==> config.mk <==
export PLATFORM = sky130hd
export DESIGN_NAME = alu_shifter_flags_datapath_unit
export DESIGN_NICKNAME = d
export VERILOG_FILES = /design/src/rtl/asfd_pkg.sv /design/src/rtl/alu_shifter_flags_datapath_unit.sv /design/src/rtl/asfd_shift.sv
export VERILOG_INCLUDE_DIRS = /design/src /design/src/rtl
export SDC_FILE = /design/constraint.sdc
export NUM_CORES = 1
export LEC_CHECK = 0
export BUFFER_PORTS_ARGS = -buffer_cell sky130_fd_sc_hd__buf_4
export CORE_UTILIZATION = 40
export CTS_BUF_LIST = sky130_fd_sc_hd__clkbuf_16
export CTS_CLUSTER_DIAMETER = 60
export DETAILED_ROUTE_END_ITERATION = 7
export PLACE_DENSITY = 0.53
export SYNTH_ARGS = -nofsm -noshare
export SYNTH_HDL_FRONTEND = slang
export SYNTH_SLANG_ARGS = --single-unit
==> constraint.sdc <==
create_clock -name clock -period 10.6 [get_ports clock]
set_input_delay 3.18 -clock clock [delete_from_list [all_inputs] [get_ports clock]]
set_output_delay 3.18 -clock clock [all_outputs]
set_load 0.02 [all_outputs]
==> src/rtl/alu_shifter_flags_datapath_unit_assert.svh <==
// ----------------------------------------------------------------------------
// ALU datapath assertion macros
// Property wrappers used by the datapath top level.
// ----------------------------------------------------------------------------
`ifndef ALU_SHIFTER_FLAGS_DATAPATH_UNIT_ASSERT_SVH
`define ALU_SHIFTER_FLAGS_DATAPATH_UNIT_ASSERT_SVH

// same-cycle implication
`define ASFD_ASSERT_IMP(lbl, clk, rst, pre, post) \
   lbl: assert property (@(posedge clk) disable iff (rst) (pre) |-> (post)) \
      else $error("assertion failed");

// next-cycle implication
`define ASFD_ASSERT_NXT(lbl, clk, rst, pre, post) \
   lbl: assert property (@(posedge clk) disable iff (rst) (pre) |=> (post)) \
      else $error("assertion failed");

`endif

==> src/rtl/asfd_pkg.sv <==
// ----------------------------------------------------------------------------
// ALU datapath package
// Operation codes, shift kinds and the status flag record.
// ----------------------------------------------------------------------------
`timescale 1ns / 1ps

package asfd_pkg;

   typedef enum logic [3:0] {
      MODE_ADD  = 4'd0,
      MODE_ADC  = 4'd1,
      MODE_SUB  = 4'd2,
      MODE_SBC  = 4'd3,
      MODE_CMP  = 4'd4,
      MODE_NEG  = 4'd5,
      MODE_XOR  = 4'd6,
      MODE_LD   = 4'd7,
      MODE_OR   = 4'd8,
      MODE_AND  = 4'd9,
      MODE_TST  = 4'd10,
      MODE_MULU = 4'd11,
      MODE_MULS = 4'd12
   } mode_type;

   typedef enum logic [2:0] {
      SHIFT_NONE = 3'd0,
      SHIFT_LSL  = 3'd1,
      SHIFT_LSR  = 3'd2,
      SHIFT_ROL  = 3'd3,
      SHIFT_ROR  = 3'd4,
      SHIFT_ASR  = 3'd5
   } shift_kind_type;

   typedef struct packed {
      logic n;
      logic z;
      logic s;
      logic c;
   } flags_type;

   localparam int unsigned WORD_W   = 16;
   localparam int unsigned SBUF_W   = 4;
   localparam logic [2:0]  MAX_SHIFT = 3'd4;

endpackage

==> src/rtl/alu_shifter_flags_datapath_unit.sv <==
// ----------------------------------------------------------------------------
// ALU shifter flags datapath unit
// 16-bit ALU with nibble shift extension, NZSC flags and 16x16 multiplies.
// ----------------------------------------------------------------------------
//  channel | ports                  | contents
//  --------+------------------------+------------------------------------------
//  request | req_tvalid/tready/...  | tdata: operand_a, operand_b, shift_kind,
//          |                        |   shift_amount, update_flags; tuser: mode
//  result  | rsp_tvalid/tready/...  | tdata: result_word, product_high,
//          |                        |   write_back, N, Z, S, C, shift buffer
//
//  One request per cycle unless stalled; input register, then result register.
//  Shift buffer and flags (if update_flags) update as an ALU-mode result registers.
//  Synchronous active-high reset clears flags, shift buffer and valids.
//  A stalled result holds; the input register still takes a request if the
//  result register drains in the same cycle.
// ----------------------------------------------------------------------------
`timescale 1ns / 1ps
`include "alu_shifter_flags_datapath_unit_assert.svh"

module alu_shifter_flags_datapath_unit
   import asfd_pkg::*;
(
   input  logic        clock,
   input  logic        reset,
   input  logic        req_tvalid,
   output logic        req_tready,
   // [15:0] operand_a, [31:16] operand_b, [34:32] shift_kind,
   // [37:35] shift_amount, [38] update_flags, [39] zero
   input  logic [39:0] req_tdata,
   // [3:0] mode
   input  logic [3:0]  req_tuser,
   output logic        rsp_tvalid,
   input  logic        rsp_tready,
   // [15:0] result_word, [31:16] product_high, [32] write_back, [33] neg_flag,
   // [34] zero_flag, [35] sign_flag, [36] carry_flag, [40:37] shift_buffer_out,
   // [47:41] zero
   output logic [47:0] rsp_tdata
);

   // input register
   logic              s1_valid_ff, s1_valid_in;
   logic [3:0]        s1_mode_ff;
   logic [15:0]       s1_a_ff, s1_b_ff;
   logic [2:0]        s1_kind_ff, s1_amt_ff;
   logic              s1_upd_ff;

   // state
   flags_type         flags_ff, flags_in;
   logic [SBUF_W-1:0] sbuf_ff, sbuf_in;

   // result register
   logic              out_valid_ff, out_valid_in;
   logic [15:0]       out_res_ff, out_res_in;
   logic [15:0]       out_hi_ff, out_hi_in;
   logic              out_wb_ff, out_wb_in;

   logic              s1_move;
   logic              req_fire;

   logic [15:0]       b_shifted;
   logic [SBUF_W-1:0] sbuf_shift;

   logic [15:0]       bx;
   logic              cin;
   logic [16:0]       sum;
   logic [16:0]       r;
   logic              arith;
   logic              alu_mode;
   logic signed [16:0] mul_a, mul_b;
   logic signed [33:0] prod;

   assign s1_move    = s1_valid_ff && (!out_valid_ff || rsp_tready);
   assign req_tready = !s1_valid_ff || s1_move;
   assign req_fire   = req_tvalid && req_tready;

   asfd_shift u_shift (
      .operand  (s1_b_ff),
      .kind     (s1_kind_ff),
      .amount   (s1_amt_ff),
      .sbuf_cur (sbuf_ff),
      .shifted  (b_shifted),
      .sbuf_nxt (sbuf_shift)
   );

   assign alu_mode = (s1_mode_ff <= MODE_TST);
   assign mul_a = signed'({(s1_mode_ff == MODE_MULS) & s1_a_ff[15], s1_a_ff});
   assign mul_b = signed'({s1_b_ff[15], s1_b_ff});
   assign prod  = mul_a * mul_b;

   always_comb begin
      bx    = b_shifted;
      cin   = 1'b0;
      arith = 1'b0;
      r     = '0;
      case (s1_mode_ff) inside
         MODE_ADD: begin
            arith = 1'b1;
         end
         MODE_ADC: begin
            cin   = flags_ff.c;
            arith = 1'b1;
         end
         MODE_SUB, MODE_CMP: begin
            bx    = ~b_shifted;
            cin   = 1'b1;
            arith = 1'b1;
         end
         MODE_SBC: begin
            bx    = ~b_shifted;
            cin   = flags_ff.c;
            arith = 1'b1;
         end
         default: begin
            bx    = b_shifted;
         end
      endcase
      sum = {1'b0, s1_a_ff} + {1'b0, bx} + {16'd0, cin};
      case (s1_mode_ff) inside
         MODE_NEG:          r = {1'b0, 16'd0 - b_shifted};
         MODE_XOR:          r = {1'b0, s1_a_ff ^ b_shifted};
         MODE_LD:           r = {1'b0, b_shifted};
         MODE_OR:           r = {1'b0, s1_a_ff | b_shifted};
         MODE_AND, MODE_TST: r = {1'b0, s1_a_ff & b_shifted};
         default:           r = sum;
      endcase
   end

   always_comb begin
      s1_valid_in  = s1_valid_ff;
      out_valid_in = out_valid_ff;
      flags_in     = flags_ff;
      sbuf_in      = sbuf_ff;
      out_res_in   = out_res_ff;
      out_hi_in    = out_hi_ff;
      out_wb_in    = out_wb_ff;

      if (rsp_tready) begin
         out_valid_in = 1'b0;
      end
      if (s1_move) begin
         out_valid_in = 1'b1;
         s1_valid_in  = 1'b0;
         out_res_in   = '0;
         out_hi_in    = '0;
         out_wb_in    = 1'b0;
         if (alu_mode) begin
            sbuf_in    = sbuf_shift;
            out_res_in = r[15:0];
            out_wb_in  = (s1_mode_ff != MODE_CMP) && (s1_mode_ff != MODE_TST);
            if (s1_upd_ff) begin
               flags_in.n = r[15];
               flags_in.z = (r[15:0] == 16'd0);
               if (arith) begin
                  flags_in.s = r[16] ^ (s1_a_ff[15] ^ bx[15]);
                  flags_in.c = r[16];
               end
            end
         end else if ((s1_mode_ff == MODE_MULU) || (s1_mode_ff == MODE_MULS)) begin
            out_res_in = prod[15:0];
            out_hi_in  = prod[31:16];
            out_wb_in  = 1'b1;
         end
      end
      if (req_fire) begin
         s1_valid_in = 1'b1;
      end
   end

   always_ff @(posedge clock) begin
      if (reset) begin
         s1_valid_ff  <= 1'b0;
         out_valid_ff <= 1'b0;
         flags_ff     <= '0;
         sbuf_ff      <= '0;
      end else begin
         s1_valid_ff  <= s1_valid_in;
         out_valid_ff <= out_valid_in;
         flags_ff     <= flags_in;
         sbuf_ff      <= sbuf_in;
      end
   end

   always_ff @(posedge clock) begin
      if (req_fire) begin
         s1_a_ff    <= req_tdata[15:0];
         s1_b_ff    <= req_tdata[31:16];
         s1_kind_ff <= req_tdata[34:32];
         s1_amt_ff  <= req_tdata[37:35];
         s1_upd_ff  <= req_tdata[38];
         s1_mode_ff <= req_tuser;
      end
      out_res_ff <= out_res_in;
      out_hi_ff  <= out_hi_in;
      out_wb_ff  <= out_wb_in;
   end

   assign rsp_tvalid = out_valid_ff;
   assign rsp_tdata  = {7'd0, sbuf_ff, flags_ff.c, flags_ff.s, flags_ff.z, flags_ff.n,
                        out_wb_ff, out_hi_ff, out_res_ff};

   `ASFD_ASSERT_NXT(a_state_hold, clock, reset, !s1_move, $stable(flags_ff) && $stable(sbuf_ff))
   `ASFD_ASSERT_NXT(a_move_gives_rsp, clock, reset, s1_move, rsp_tvalid)
   `ASFD_ASSERT_NXT(a_mul_keeps_state, clock, reset,
      s1_move && ((s1_mode_ff == MODE_MULU) || (s1_mode_ff == MODE_MULS)),
      $stable(flags_ff) && $stable(sbuf_ff) && out_wb_ff)
   `ASFD_ASSERT_IMP(a_no_accept_when_full, clock, reset,
      s1_valid_ff && out_valid_ff && !rsp_tready, !req_tready)

endmodule

==> src/rtl/asfd_shift.sv <==
// ----------------------------------------------------------------------------
// ALU datapath operand shifter
// 0-4 bit shift/rotate of operand B through the 4-bit extension buffer.
// ----------------------------------------------------------------------------
`timescale 1ns / 1ps

module asfd_shift
   import asfd_pkg::*;
(
   input  logic [WORD_W-1:0] operand,
   input  logic [2:0]        kind,
   input  logic [2:0]        amount,
   input  logic [SBUF_W-1:0] sbuf_cur,
   output logic [WORD_W-1:0] shifted,
   output logic [SBUF_W-1:0] sbuf_nxt
);

   logic [2:0]  amt;
   logic [19:0] wide20;
   logic [23:0] wide24;

   always_comb begin
      amt      = (amount > MAX_SHIFT) ? MAX_SHIFT : amount;
      wide20   = '0;
      wide24   = '0;
      shifted  = operand;
      sbuf_nxt = sbuf_cur;
      case (kind)
         SHIFT_LSL: begin
            wide20   = {sbuf_cur, operand} << amt;
            shifted  = wide20[15:0];
            sbuf_nxt = wide20[19:16];
         end
         SHIFT_LSR: begin
            wide20   = {operand, sbuf_cur} >> amt;
            shifted  = wide20[19:4];
            sbuf_nxt = wide20[3:0];
         end
         SHIFT_ROL: begin
            wide24   = {sbuf_cur, operand, sbuf_cur} << amt;
            shifted  = wide24[19:4];
            sbuf_nxt = wide24[23:20];
         end
         SHIFT_ROR: begin
            wide24   = {sbuf_cur, operand, sbuf_cur} >> amt;
            shifted  = wide24[19:4];
            sbuf_nxt = wide24[3:0];
         end
         SHIFT_ASR: begin
            wide24   = {{4{operand[15]}}, operand, sbuf_cur} >> amt;
            shifted  = wide24[19:4];
            sbuf_nxt = wide24[3:0];
         end
         default: begin
            shifted  = operand;
            sbuf_nxt = sbuf_cur;
         end
      endcase
   end

endmodule

==> flow_summary.toml <==
[power]
clkPwrFrac = 0.069
p_total_uw = 4920
switching_share = 0.531
pwr-share-comb = 0.837
ir_drop_mv = 0.299
power_frac_seq = 0.094
leakagePower_uw = 0.00844
p_per_area_mw_per_mm2 = 259
p_sw_uw = 2620
power.internal_uw = 2310

[finish]
diodes = 0
fill_cells = 4304
syn_to_final_growth_pct = 8.68
multi_input_area_sq_mm = 0.0133
postLayoutCoreUtil = 0.441
seq_area_sq_mm = 0.00248
finalNetCount = 2438
drive_gt1_frac = 0.0927

[status]
status = "completed"

[clock_tree]
clockBufferDepth = 2
ctsHtreeMaxLevel = 3
cts_setup_buffers = 0
path_clk_slew_ns = 0.07
cts_sinks = 86
clk_latency_ns = 0.40
cts_buffers = 9
cts_root_buf = "clkbuf_16"
postCtsHoldBufs = 0
cts_resized = 0
cts_tree = "built"

[setup_path]
cp_num_buf_inv = 4
cpPeakStageDelay_ns = 0.83
crit_slowest_cell = "nor2_1"
crit_fanout = 17
crit_top_cell = "fa_1"
critPathKind = "register to register"
start_kind = "register"
reg2reg_to = "out_hi_ff[15]"
critical_path_required_ns = 10.73
crit_family = "adder cells"
r2r_cells = 25
r2r_slack_ns = 2.13
worstSetupEndpointType = "register"
worst_ep_arrival_time_ns = 8.60
r2r-start = "s1_mode_ff[0]"

[global_routing]
grt_max_degree = 44
antenna_found_initial = 2
grt_pass1_wl_microns = 80800
grt_pass1_vias = 14031
grt_use_total = 0.242
grt_overflow = 0

[timing]
setup_viol = 0
hold_ws_ns = 0.514
min_period_ns = 8.47
fmax_mhz = 118
fin_crit_sh = 0.799
grt_setup_unrepaired = "no"
hold_violations = 0
slew-limit-headroom = 0.224
worst_pin_slew_ns = 1.16
worst_clock_skew_ns = 0.0196
tns_ns = 0
maxSlewViolCount = 0

[synthesis]
syn-cell-area_sq_mm = 0.0175
synth_top_family_by_area = "adder cells"
ys_ff_latch = 86
syn_inst = 1965
async_flop_share = 0
ys_top_cells_by_area = "fa_1 31%, edfxtp_1 13%, ha_1 9.1%, inv_1 7.2%, nand2_1 5.4%"
synth_xor_xnor_area_share = 0.0360
synthSimpleGateAreaFrac = 0.153
synth_edf_count = 76
synth.largest_area_cell = "fa_1"
synthMuxAreaShare = 0.0427
synth_cell_types = 91
ys.flop_type = "edfxtp_1"
yosys_warnings = 0
yosys.area.top_type_share = 0.311
yosys.area_share.adder = 0.403
syn_area_per_cell_sq_um = 8.92
ys_seq_area_frac = 0.142
synth-compound-area-share = 0.121

[die]
ios = 98
core_area_sq_mm = 0.0432
die_w_microns = 211
dieHeight_microns = 211
dieArea_sq_mm = 0.0447
start_util = 0.406
core.rowCount = 76

[routing]
dr.pass1.iters = 5
drc = 0
routed_wl_microns = 52200
drtAntennaViolNets = 0
num_vias = 13876
wl_per_cell_microns = 20.2
via_per_inst = 5.38
drtIter0Drc = 1067

[placement]
gp_congestion = 0.934
portBuffers = 89
detailed_place_hpwl_microns = 40800

[flow_run]
maxCapViolCount = 0

[min_path]
min_path_type = "register to register"
holdPathEnd = "rsp_tdata[35]"
min_from = "rsp_tdata[35]"
worstHoldPathCells = 2
==> power groups by stage <==
stage	Clock, uW	Combinational (uW)	Sequential, uW
6_report	341	4120	463
3_3_place_gp	0	4110	469
4_1_cts	357	4180	463
5_1_grt	365	4650	466
3_5_place_dp	0	4160	470
2_1_floorplan	0	3050	489
==> cell families (layout without fill, tap and decap cells) <==
kind of cell	Yosys count	in the layout
xor+xnor	72	72
buf+inv	462	486
fa+ha+maj	402	402
flops	86	86
simple gates	581	581
compound gates	308	308
mux	53	53
other cells	1	7
==> state kept, by name (all words and copies together), names as in the netlist, 3 cells and up <==
signal / count
out_hi_ff: 16
out_res_ff: 16
s1_a_ff: 16
s1_b_ff: 16
rsp_tdata: 4
s1_mode_ff: 4
sbuf_ff: 4
s1_amt_ff: 3
s1_kind_ff: 3
==> synth_stat cells (12+ instances only) <==
cell type    n
mux4_2      17
o211ai_1    13
o22ai_1     17
nand3_1     23
mux2i_1     32
a21oi_1     74
o21ai_0     54
a211oi_1    23
nand2_1    253
xnor2_1     50
nand2b_1    16
fa_1       272
a21o_1      15
xor2_1      22
and2_1      76
edfxtp_1    76
inv_1      337
nor2_1     130
ha_1       128
clkbuf_1    92
a31oi_1     12
nor3_1      25
==> layout by cell type, fill, tap and decap left out, drive strengths merged, types with 27 or more instances in the layout <==
cell type	netlist	routed
a21oi	75	75
and2	76	76
buf	30	130
edfxtp	76	76
fa	272	272
ha	128	128
inv	338	340
mux2i	32	32
nand2	253	253
nor2	130	130
nor3	27	27
o21ai	55	55
xnor2	50	50
==> how the worst max path moves through the flow <==
stage | cells after the start | start | to
2_1_floorplan | 28 | s1_mode_ff[0] | out_hi_ff[15]
3_3_place_gp | 25 | s1_mode_ff[0] | out_hi_ff[15]
3_5_place_dp | 25 | s1_mode_ff[0] | out_hi_ff[15]
4_1_cts | 25 | s1_mode_ff[0] | out_hi_ff[15]
5_1_grt | 24 | s1_mode_ff[0] | out_hi_ff[14]
6_report | 25 | s1_mode_ff[0] | out_hi_ff[15]
==> metal layers <==
layer | vias to the layer above | part of all wire | GRT usage
li1 | 6416 | - | -
met1 | 6982 | 0.44 | 0.332
met2 | 417 | 0.47 | 0.389
met3 | 61 | 0.058 | 0.0350
met4 | 0 | 0.027 | 0.0860
met5 | - | 0 | 0
==> worst reg2reg max path: stages, from the launching register on <==
cell and delay (ns):
edfxtp_1 0.69, nor2_1 0.56, inv_1 0.30, nor2_1 0.83
nand2_1 0.23, inv_1 0.18, fa_1 0.50, inv_1 0.18
fa_1 0.46, fa_1 0.49, fa_1 0.51, fa_1 0.49
inv_1 0.04, fa_1 0.43, ha_1 0.40, a21o_1 0.19
a21o_1 0.17, a21oi_1 0.20, o21bai_1 0.09, a21oi_1 0.15
o21bai_1 0.10, a311oi_1 0.42, nor2_1 0.15, o221ai_1 0.23
xnor2_1 0.15, nor2_1 0.05
==> area by class of cell <==
class / count / share of cell area
Tap cell: 585 / 0.0384
Multi-Input combinational cell: 1423 / 0.697
Timing Repair Buffer: 130 / 0.0512
Inverter: 340 / 0.0671
Clock inverter: 7 / 0.00374
Sequential cell: 86 / 0.130
Clock buffer: 9 / 0.0118
==> through the flow <==
stage,cells,setup WS [ns],cell area (sq um)
global route,2580,1.64,19000
finish,2580,2.13,19000
global placement,2564,2.27,18800
detailed placement,2564,2.17,18800
floorplan,1971,3.69,17500
CTS,2580,2.13,19000
(Power assumes the default switching activity.)
